**src/hw/rtl/msd_pkg.sv**
```systemverilog
// ---------------------------------------------------------------------------
// msd_pkg: shared types and constants for the motor stall detector
// Holds request/result structs, register indexes, direction codes and the
// helper that maps a signed speed onto a direction.
// ---------------------------------------------------------------------------
package msd_pkg;

	// Request kinds
	localparam logic OP_SET_SPEED = 1'b0;
	localparam logic OP_CHECK     = 1'b1;

	// Configuration register indexes
	localparam logic [1:0] REG_MIN_MOVE = 2'd0;
	localparam logic [1:0] REG_TIMEOUT  = 2'd1;
	localparam logic [1:0] REG_CHANNEL  = 2'd2;

	// Driver channels that actually take drive writes
	localparam logic [1:0] CH_A = 2'd1;
	localparam logic [1:0] CH_B = 2'd2;

	// Reset values of the configuration registers
	localparam logic [15:0] MIN_MOVE_RST = 16'd10;
	localparam logic [15:0] TIMEOUT_RST  = 16'd500;
	localparam logic [1:0]  CHANNEL_RST  = 2'd1;

	typedef enum logic [1:0] {
		DIR_NONE = 2'd0,
		DIR_FWD  = 2'd1,
		DIR_REV  = 2'd2
	} dir_t;

	typedef struct packed {
		logic [15:0] min_move;
		logic [15:0] timeout;
		logic [1:0]  channel;
	} cfg_t;

	typedef struct packed {
		logic               operation;
		logic signed [15:0] speed;
		logic signed [31:0] position;
		logic [31:0]        now_ms;
	} item_t;

	typedef struct packed {
		logic               drive_write;
		logic [1:0]         drive_channel;
		logic signed [15:0] drive_speed;
		logic               stall_event;
		logic               stalled;
		logic signed [15:0] commanded_speed;
	} res_t;

	// Direction of a signed speed
	function automatic dir_t dir_of(input logic signed [15:0] s);
		dir_t d;
		priority if (s > 16'sd0) d = DIR_FWD;
		else if (s < 16'sd0) d = DIR_REV;
		else d = DIR_NONE;
		return d;
	endfunction

endpackage

```
**src/hw/rtl/msd_cfg.sv**
```systemverilog
// ---------------------------------------------------------------------------
// msd_cfg: configuration register file
// Three writable registers; writes to an unused index are dropped.
// ---------------------------------------------------------------------------
module msd_cfg (
	input  logic          clk,
	input  logic          arst_n,
	input  logic          cfg_valid,
	output logic          cfg_ready,
	input  logic [1:0]    cfg_index,
	input  logic [15:0]   cfg_data,
	output msd_pkg::cfg_t cfg
);
	import msd_pkg::*;

	cfg_t cfg_q;

	// always able to take a write
	assign cfg_ready = 1'b1;
	assign cfg       = cfg_q;

	// register writes
	always_ff @(posedge clk or negedge arst_n) begin
		if (!arst_n) begin
			cfg_q.min_move <= MIN_MOVE_RST;
			cfg_q.timeout  <= TIMEOUT_RST;
			cfg_q.channel  <= CHANNEL_RST;
		end else if (cfg_valid && cfg_ready) begin
			unique case (cfg_index)
				REG_MIN_MOVE: cfg_q.min_move <= cfg_data;
				REG_TIMEOUT:  cfg_q.timeout  <= cfg_data;
				REG_CHANNEL:  cfg_q.channel  <= cfg_data[1:0];
				default: ;
			endcase
		end
	end

endmodule

```
**src/hw/rtl/msd_core.sv**
```systemverilog
// ---------------------------------------------------------------------------
// msd_core: stall window state and per-request decision
// Evaluates one request against the window state combinationally and
// commits the new state when the request moves on to the result register.
// ---------------------------------------------------------------------------
module msd_core (
	input  logic           clk,
	input  logic           arst_n,
	input  logic           step,
	input  msd_pkg::item_t item,
	input  msd_pkg::cfg_t  cfg,
	output msd_pkg::res_t  res
);
	import msd_pkg::*;

	logic signed [15:0] target_q,  target_d;
	logic signed [31:0] wpos_q,    wpos_d;
	logic [31:0]        wtime_q,   wtime_d;
	logic               latch_q,   latch_d;
	dir_t               sdir_q,    sdir_d;

	logic signed [32:0] diff;
	logic [32:0]        mag;
	logic [31:0]        elapsed;
	logic               moved;
	logic               timed_out;
	dir_t               req_dir;
	dir_t               cur_dir;
	logic               reversed;
	logic               wr;
	logic signed [15:0] drive;
	logic               event_d;
	logic               ch_ok;

	// movement over 33 bits, elapsed time modulo 2^32
	assign diff      = 33'(item.position) - 33'(wpos_q);
	assign mag       = diff[32] ? 33'(-diff) : 33'(diff);
	assign moved     = mag >= {17'd0, cfg.min_move};
	assign elapsed   = item.now_ms - wtime_q;
	assign timed_out = elapsed >= {16'd0, cfg.timeout};

	assign req_dir  = dir_of(item.speed);
	assign cur_dir  = dir_of(target_q);
	assign reversed = (cur_dir != DIR_NONE) && (req_dir != DIR_NONE) && (cur_dir != req_dir);

	// next state and drive decision
	always_comb begin
		target_d = target_q;
		wpos_d   = wpos_q;
		wtime_d  = wtime_q;
		latch_d  = latch_q;
		sdir_d   = sdir_q;
		wr       = 1'b0;
		drive    = 16'sd0;
		event_d  = 1'b0;
		if (item.operation == OP_SET_SPEED) begin
			wr = 1'b1;
			if (latch_q && (req_dir != DIR_NONE) && (req_dir == sdir_q)) begin
				// command into the stalled direction: drive zero only
				drive = 16'sd0;
			end else begin
				target_d = item.speed;
				drive    = item.speed;
				if ((item.speed == 16'sd0) || (target_q == 16'sd0) || reversed) begin
					wpos_d  = item.position;
					wtime_d = item.now_ms;
					latch_d = 1'b0;
					sdir_d  = DIR_NONE;
				end
			end
		end else begin
			priority if ((target_q == 16'sd0) || moved) begin
				wpos_d  = item.position;
				wtime_d = item.now_ms;
				latch_d = 1'b0;
				sdir_d  = DIR_NONE;
			end else if (latch_q) begin
				wr = 1'b1;
			end else if (timed_out) begin
				latch_d  = 1'b1;
				sdir_d   = cur_dir;
				target_d = 16'sd0;
				wr       = 1'b1;
				event_d  = 1'b1;
			end else begin
				wr = 1'b0;
			end
		end
	end

	// only channels A and B are driven
	assign ch_ok = (cfg.channel == CH_A) || (cfg.channel == CH_B);

	always_comb begin
		res.drive_write     = wr && ch_ok;
		res.drive_channel   = (wr && ch_ok) ? cfg.channel : 2'd0;
		res.drive_speed     = (wr && ch_ok) ? drive : 16'sd0;
		res.stall_event     = event_d;
		res.stalled         = latch_d;
		res.commanded_speed = target_d;
	end

	// state commit
	always_ff @(posedge clk or negedge arst_n) begin
		if (!arst_n) begin
			target_q <= 16'sd0;
			wpos_q   <= 32'sd0;
			wtime_q  <= 32'd0;
			latch_q  <= 1'b0;
			sdir_q   <= DIR_NONE;
		end else if (step) begin
			target_q <= target_d;
			wpos_q   <= wpos_d;
			wtime_q  <= wtime_d;
			latch_q  <= latch_d;
			sdir_q   <= sdir_d;
		end
	end

`ifndef SYNTHESIS
	// a latched stall always records a direction
	a_latch_has_dir: assert property (@(posedge clk) disable iff (!arst_n)
		latch_q |-> (sdir_q == DIR_FWD) || (sdir_q == DIR_REV))
		else $error("stall latched without a direction");

	// a stall clears the stored target
	a_stall_clears_target: assert property (@(posedge clk) disable iff (!arst_n)
		step && event_d |=> (target_q == 16'sd0) && latch_q)
		else $error("stall did not clear target");
`endif

endmodule

```
**src/hw/rtl/motor_stall_detector_unit.sv**
```systemverilog
// ---------------------------------------------------------------------------
// motor_stall_detector_unit: motor stall detector top level
// Input register, combinational decision stage and result register.
// ---------------------------------------------------------------------------
// Every request (speed command or safety check) gives exactly one result.
// A request is registered on entry and its result is then captured in the output
// register that drives out_valid. One request per cycle is sustained while the
// output is not stalled: the window state is read and updated in the same cycle
// as the decision, so back-to-back requests see each other's effect.
// Configuration writes are taken every cycle and should only be made while no
// request is in flight.
module motor_stall_detector_unit (
	input  logic               clk,
	input  logic               arst_n,
	// configuration
	input  logic               cfg_valid,
	output logic               cfg_ready,
	input  logic [1:0]         cfg_index,
	input  logic [15:0]        cfg_data,
	// requests
	input  logic               in_valid,
	output logic               in_stall,
	input  logic               operation,
	input  logic signed [15:0] speed,
	input  logic signed [31:0] position,
	input  logic [31:0]        now_ms,
	// results
	output logic               out_valid,
	input  logic               out_stall,
	output logic               drive_write,
	output logic [1:0]         drive_channel,
	output logic signed [15:0] drive_speed,
	output logic               stall_event,
	output logic               stalled,
	output logic signed [15:0] commanded_speed
);
	import msd_pkg::*;

	cfg_t  cfg;
	item_t item_s1;
	logic  valid_s1;
	res_t  res_c;
	res_t  res_q;
	logic  out_valid_q;
	logic  out_free;
	logic  step;
	logic  in_take;

	msd_cfg u_cfg (
		.clk       (clk),
		.arst_n    (arst_n),
		.cfg_valid (cfg_valid),
		.cfg_ready (cfg_ready),
		.cfg_index (cfg_index),
		.cfg_data  (cfg_data),
		.cfg       (cfg)
	);

	// flow control
	assign out_free = !out_valid_q || !out_stall;
	assign step     = valid_s1 && out_free;
	assign in_stall = valid_s1 && !out_free;
	assign in_take  = in_valid && !in_stall;

	// input register
	always_ff @(posedge clk or negedge arst_n) begin
		if (!arst_n) begin
			valid_s1 <= 1'b0;
		end else if (!in_stall) begin
			valid_s1 <= in_valid;
		end
	end

	always_ff @(posedge clk) begin
		if (in_take) begin
			item_s1.operation <= operation;
			item_s1.speed     <= speed;
			item_s1.position  <= position;
			item_s1.now_ms    <= now_ms;
		end
	end

	msd_core u_core (
		.clk    (clk),
		.arst_n (arst_n),
		.step   (step),
		.item   (item_s1),
		.cfg    (cfg),
		.res    (res_c)
	);

	// result register
	always_ff @(posedge clk or negedge arst_n) begin
		if (!arst_n) begin
			out_valid_q <= 1'b0;
		end else if (out_free) begin
			out_valid_q <= valid_s1;
		end
	end

	always_ff @(posedge clk) begin
		if (step) begin
			res_q <= res_c;
		end
	end

	assign out_valid       = out_valid_q;
	assign drive_write     = res_q.drive_write;
	assign drive_channel   = res_q.drive_channel;
	assign drive_speed     = res_q.drive_speed;
	assign stall_event     = res_q.stall_event;
	assign stalled         = res_q.stalled;
	assign commanded_speed = res_q.commanded_speed;

`ifndef SYNTHESIS
	// a new stall is reported with the latch set and zero drive
	a_event_latched: assert property (@(posedge clk) disable iff (!arst_n)
		out_valid && stall_event |-> stalled && (drive_speed == 16'sd0)
			&& (commanded_speed == 16'sd0))
		else $error("stall event without latch or with nonzero drive");

	// drive writes only go to a real channel
	a_write_channel: assert property (@(posedge clk) disable iff (!arst_n)
		out_valid && drive_write |-> (drive_channel == CH_A) || (drive_channel == CH_B))
		else $error("drive write on an undriven channel");

	// no write means quiet drive fields
	a_no_write_quiet: assert property (@(posedge clk) disable iff (!arst_n)
		out_valid && !drive_write |-> (drive_channel == 2'd0) && (drive_speed == 16'sd0))
		else $error("drive fields set without a write");
`endif

endmodule

```
**config.mk**
```make
export PLATFORM = sky130hd
export DESIGN_NAME = motor_stall_detector_unit
export DESIGN_NICKNAME = d
export VERILOG_FILES = /design/src/hw/rtl/msd_pkg.sv /design/src/hw/rtl/msd_cfg.sv /design/src/hw/rtl/msd_core.sv /design/src/hw/rtl/motor_stall_detector_unit.sv
export SDC_FILE = /design/constraint.sdc
export NUM_CORES = 1
export LEC_CHECK = 0
export BUFFER_PORTS_ARGS = -buffer_cell sky130_fd_sc_hd__buf_2
export CORE_MARGIN = 2
export CORE_UTILIZATION = 52
export DETAILED_ROUTE_END_ITERATION = 10
export PLACE_DENSITY_LB_ADDON = 0.1
export SLEW_MARGIN = 10
export SYNTH_ARGS = -nofsm -noshare
export SYNTH_HDL_FRONTEND = slang
export SYNTH_SLANG_ARGS = --single-unit
```
**constraint.sdc**
```tcl
create_clock -name clk -period 8.45 [get_ports clk]
set_input_delay 0.845 -clock clk [delete_from_list [all_inputs] [get_ports clk]]
set_output_delay 0.845 -clock clk [all_outputs]
set_load 0.005 [all_outputs]
```
==> impl_results.md, run 1 <==
* Status: finished, final reports clean
* Max Slew Vio Count at 0
* Async S/R FF share, synth at 0.5021
* First-pass DRT Iterations at 8
* Final Setup Violations at 0
* Routability congestion estimate from global placement at 0.8943
* Clock Sinks at 237
* Setup TNS at 0 ps
* Worst Path Arrival at 7470 ps
* Post-synth EDFFs at 118
* CTS Root Cell: clkbuf_16
* Crit-path leading delay family: compound AO/OA/AOI/OAI gates
* Required @ worst endpoint at 8880 ps
* Largest stage delay, worst path at 660 ps
* Min cycle time layout at 7039 ps
* Pint at 3223 uW
* Crit Path Max Fanout at 38
* Final hold vios at 0
* N_diodes at 0
* Die area at 30,870 um^2
* Most frequent cells in the layout: buf_2 (141), inv_1 (122), edfxtp_1 (118), dfrtp_1 (110), ha_1 (96)
* Worst-margin pin slew at 910.5 ps
* Worst slew margin at 0.3927
* Final core occ at 0.5950
* Worst hold slack at 384.4 ps
* Type of the most critical hold path: in2async
* H-tree depth at 1
* Lkg Pwr at 0.007707 uW
* Initial Util at 0.5311
* Flop and latch count out of synthesis at 237
* Sw frac at 0.3862
* Proportion of layout cells with a drive suffix above 1 at 0.2047
* Core area at 28,860 um^2
* WS Path Type: reg2reg
* Achievable frequency at 142.1 MHz
* Hold_buf cts at 0
* DR vias/cell at 5.778
* Layout net count at 1,794
* Avg Cell Area, Syn at 10.47 um^2
* Yosys cell types at 98
* Clk_lat worst skew at 550 ps
* Switching power total at 2028 uW
* Die H at 175.7 um
* Post-Syn Area at 15,330 um^2
* Clk pwr share at 0.228
* Vias in the first global route at 11,310
* Maxcap violations at 0
* Seq pwr share at 0.292
* Crit end category: flip-flop
* Area Overhead vs Synth at 12.03%
* Yosys warns at 0
* Total gr overflow at 0
* Fin crit share at 0.8330
* Drc violations at 0
* Combinational Power Share at 0.480
* Synth Flop Type: edfxtp_1
* Mean routed wirelength per cell at 17.51 um
* Gr usage total at 0.2257
* Row count at 62
* Unrepaired setup endpoints after global routing: false
* Max Root-Sink Buffers at 3
* Worst Skew at 17.60 ps
* Post-cts sizing count at 0
* Design Power at 5251 uW
* Total CTS buffers at 27
* Antenna violations before repair at 0
* Final ANT Viol Nets at 0
* First-pass GRT wire length at 57,010 um
* Routed WL at 34,960 um
* PortBufs at 142
* Pin count of the biggest net entering global routing at 64
* Drt initial violations at 710
* Critical path's slowest cell: a21o_4
* Synthesized net count at 1,666
* Most common cell after layout, fill and taps aside: buf_2
* CTS tree: done
* Io pins at 144
* Register area share after synthesis at 0.4262
* Die X at 175.7 um
* Clock slew at reported path FFs at 60 ps
* Post-CTS setup buffers at 0
* Detailed placement HPWL at 25,850 um
* Critical Path Start Type: flip-flop
* Worst Path Buf+Inv at 1
* Via Count at 11,530
* PD cells at 305.8 nW/um^2
* Syn Inst Count at 1,464
* VDD IR-drop max at 0.0001972 V
* Cells along the critical path: ha_1 > a21oi_1 > o21ai_0 > a221oi_1 > a22o_1 > a31o_2 > o21ai_0 > xnor2_1 > ha_1 > a21o_1 > a21o_1 > a21oi_1 > nor2_1 > a211oi_1 > o31a_1 > o211ai_1 > nor4b_1 > nand4_1 > or4_1 > and4b_1 > a21o_4 > buf_4 > mux2_4
final cells by class:
cell class / instances / area, um^2
inverters: 122 / 457.9
clock inverters: 15 / 166.4
clock buffers: 34 / 752.0
multi-input cells: 1053 / 8001
well taps: 384 / 480.5
fillers: 2540 / 11690
flip-flops and latches: 237 / 6533
repair buffers: 151 / 780.7
through the flow:
stage	cells	setup slack (ps)	area [um^2]
finish	1996	1411	17170
global route	1996	999.0	17170
CTS	1996	1381	17170
detailed placement	1947	1451	16250
global placement	1947	1504	16250
floorplan	1464	2593	15330
cells by family (layout without fill, tap and decap cells):
logic type / after synthesis / in the layout / share of synthesized area
xor+xnor: 43 / 43 / 0.02457
mux: 95 / 95 / 0.08318
compound gates: 412 / 412 / 0.1926
simple gates: 404 / 404 / 0.1396
other cells: 1 / 1 / 0.0002447
buf+inv: 174 / 322 / 0.05265
flops: 237 / 237 / 0.4262
fa+ha+maj: 98 / 98 / 0.08098
registers in the layout (all words and copies together), names as in the netlist:
signal / count
stalled: 1
out_valid: 1
drive_channel: 2
u_core.wtime_q: 32
drive_speed: 16
drive_write: 1
u_cfg.cfg: 34
u_core.wpos_q: 32
item_s1: 81
stall_event: 1
valid_s1: 1
u_core.sdir_q: 2
commanded_speed: 16
u_core.target_q: 16
u_core.latch_q: 1
worst paths after layout:
path                                   from                   to  slack (ps)  cells after the start
setup / recovery                item_s1[57]    u_core.wtime_q[8]        1410                     23
hold / removal                       arst_n    u_core.wtime_q[2]         380                      1
setup reg to reg                item_s1[57]    u_core.wtime_q[8]        1410                     23
hold reg to reg            u_core.sdir_q[0]     u_core.sdir_q[0]         480                      1
max in group asynchronous            arst_n  u_core.target_q[13]        6710                      2
min in group clk                  now_ms[4]           item_s1[4]         470                      1
cells in the mapped netlist, types with 15 or more instances:
master,count,area share
a22o_1,35,0.020
a21oi_1,76,0.025
edfxtp_1,118,0.23
or3_1,18,0.0073
nand3_1,23,0.0075
clkbuf_1,29,0.0071
ha_1,96,0.078
mux2_4,59,0.058
a21o_1,59,0.029
mux2_2,23,0.017
o211ai_1,15,0.0073
nand2b_1,16,0.0065
nor3_1,21,0.0069
inv_1,122,0.030
dfrtp_1,110,0.18
nor4_1,15,0.0061
nand4_1,29,0.012
nor2_1,85,0.021
xnor2_1,29,0.017
and2_1,31,0.013
o21ai_0,65,0.021
nand2_1,92,0.023
metal layers:
metal | vias to the layer above | wire length [um] | global-route usage
li1 | 5702 | - | -
met1 | 5520 | 16640 | 0.3188
met2 | 261 | 16050 | 0.3706
met3 | 49 | 1479 | 0.03052
met4 | 0 | 784 | 0.05269
met5 | - | 0 | 0
power by group through the flow:
stage	Combinational (uW)	Clock, uW	Sequential (uW)
floorplan	1970	0	1520
global placement	2460	0	1540
detailed placement	2500	0	1550
CTS	2520	1230	1530
global route	2820	1270	1560
finish	2520	1200	1530
Note: power is estimated with default switching activity, not from simulation.
==> run 2: changes to the inputs <==
==> constraint.sdc (replaced) <==
create_clock -name clk -period 6.25 [get_ports clk]
set_input_delay 0.625 -clock clk [delete_from_list [all_inputs] [get_ports clk]]
set_output_delay 0.625 -clock clk [all_outputs]
set_load 0.005 [all_outputs]
==> impl_results.md, run 2 (same netlist as run 1, synthesis figures left out) <==
* Crit Path Max Fanout at 32 (-16%)
* Worst Reg-to-Reg Cells at 25 (+8.7%)
* Required @ worst endpoint at 6650 ps (-2230 ps)
* Fin crit share at 0.9445 (+0.1115)
* Seq pwr share at 0.289 (-0.003)
* Die X at 175.7 um (unchanged)
* Unrepaired setup endpoints after global routing: false
* Worst hold slack at 243.8 ps (-140.6 ps)
* PortBufs at 142 (unchanged)
* Drc violations at 0 (unchanged)
* PD cells at 410.7 nW/um^2 (+34%)
* Achievable frequency at 169.4 MHz (+19%)
* Pint at 4371 uW (+36%)
* Max Root-Sink Buffers at 3 (unchanged)
* Total gr overflow at 0 (unchanged)
* Worst slew margin at 0.2370 (-0.1556)
* Setup TNS at 0 ps (unchanged)
* Largest Register: item_s1
* Clock Sinks at 237 (unchanged)
* Worst-margin pin slew at 1144 ps (+234.0 ps)
* Max reg flops at 81 (unchanged)
* Vias in the first global route at 11,370 (+0.60%)
* Maxcap violations at 0 (unchanged)
* Worst Path Arrival at 6300 ps (-1170 ps)
* Most frequent cells in the layout: buf_2 (141), inv_1 (122), edfxtp_1 (118), dfrtp_1 (110), ha_1 (96)
* CTS Root Cell: clkbuf_16
* Clock slew at reported path FFs at 60 ps (about the same)
* DR vias/cell at 5.815 (+0.65%)
* Pin count of the biggest net entering global routing at 82 (+28%)
* Reg2reg start: item_s1[0]
* Antenna violations before repair at 0 (unchanged)
* Detailed placement HPWL at 25,690 um (-0.64%)
* Final ANT Viol Nets at 0 (unchanged)
* H-tree depth at 1 (unchanged)
* Lkg Pwr at 0.007847 uW (+1.8%)
* Clk pwr share at 0.216 (-0.012)
* Routability congestion estimate from global placement at 0.9049 (+1.2%)
* Io pins at 144 (unchanged)
* Most common cell after layout, fill and taps aside: buf_2
* CTS tree: done
* Max Slew Vio Count at 0 (unchanged)
* Total CTS buffers at 27 (unchanged)
* First-pass DRT Iterations at 5 (-3)
* WS Path Type: reg2reg
* Status: finished, final reports clean
* Gr usage total at 0.2249 (-0.0007716)
* Initial Util at 0.5311 (unchanged)
* Proportion of layout cells with a drive suffix above 1 at 0.2207 (+0.01595)
* Hold_buf cts at 0 (unchanged)
* Type of the most critical hold path: in2reg
* Min cycle time layout at 5903 ps (-1136 ps)
* Area Overhead vs Synth at 13.72%
* Worst Skew at 24.60 ps (+7.003 ps)
* Switching power total at 2787 uW (+37%)
* Via Count at 11,750 (+1.9%)
* R2R Setup Slk at 350 ps (-1060 ps)
* Mean routed wirelength per cell at 17.44 um (-0.42%)
* Critical Path Start Type: flip-flop
* VDD IR-drop max at 0.0002843 V (+44%)
* Combinational Power Share at 0.495 (+0.015)
* Crit path launch: item_s1[0]
* Die H at 175.7 um (unchanged)
* Critical path endpoint: commanded_speed[14]
* Final Setup Violations at 0 (unchanged)
* First-pass GRT wire length at 57,190 um (+0.32%)
* Clk_lat worst skew at 550 ps (about the same)
* RR Endpoint: commanded_speed[14]
* Layout net count at 1,818 (+1.3%)
* Row count at 62 (unchanged)
* Die area at 30,870 um^2 (unchanged)
* Sw frac at 0.3894 (+0.003194)
* Crit end category: flip-flop
* Final hold vios at 0 (unchanged)
* Drt initial violations at 800 (+13%)
* Routed WL at 35,230 um (+0.78%)
* N_diodes at 0 (unchanged)
* Core area at 28,860 um^2 (unchanged)
* Design Power at 7158 uW (+36%)
run 2: how the worst min path moves through the flow:
stage                             to        startpoint  cells past startpoint
global route             item_s1[32]       position[0]                      1
global placement           out_valid          valid_s1                      1
CTS                       item_s1[5]         now_ms[5]                      1
floorplan                  out_valid            arst_n                      0
finish                    item_s1[6]         now_ms[6]                      1
detailed placement  u_core.sdir_q[0]  u_core.sdir_q[0]                      1
run 2: worst max-delay path, stage by stage, from the launching register on:
cell and delay [ps]:
edfxtp_1 390, inv_1 70, ha_1 170, inv_1 60, fa_1 400, a21o_1 200
a21oi_1 280, o21ai_0 170, a21oi_2 260, nor2_1 70, nor2_1 150, o21ai_0 130
xnor2_1 190, ha_1 260, nor2b_1 120, o21ai_0 280, o211ai_1 140, nor4_1 380
o211ai_1 180, or4b_2 680, nor4_1 320, buf_4 170, nor2_1 60, a31oi_2 230
buf_12 210, a22o_1 160
run 2: power groups by stage:
stage	Combinational (uW)	Clock [uW]	Sequential, uW
2_1_floorplan	2670	0	2060
3_3_place_gp	3400	0	2090
3_5_place_dp	3460	0	2090
4_1_cts	3490	1580	2070
5_1_grt	3940	1640	2100
6_report	3540	1540	2070
run 2: per-layer routing:
layer | global-route usage | wire, um
met2 | 0.3716 | 16300
met4 | 0.05165 | 689
met3 | 0.03095 | 1589
met5 | 0 | 0
met1 | 0.3156 | 16650
run 2: final cells by class:
type,instances,area [um^2]
Clock buffer,34,723.2
Clock inverter,15,145.1
Fill cell,2457,11430
Inverter,122,457.9
Multi-Input combinational cell,1053,8068
Sequential cell,237,6533
Tap cell,384,480.5
Timing Repair Buffer,175,1023
run 2: per-stage QoR:
stage	worst slack (ps)	utilization	std cells	area [um^2]
floorplan	393.2	-	1464	15330
global placement	379.8	0.5702	1969	16460
detailed placement	235.0	0.5702	1969	16460
CTS	225.2	0.6003	2018	17320
global route	25.55	0.6040	2020	17430
finish	346.6	0.6040	2020	17430
run 2: timing repair:
item | in CTS | in global routing
endpoints found under the setup margin | 0 | 80
hold endpoints to repair | 0 | 0
buffers inserted | 0 | 1
resized for setup | 0 | 13
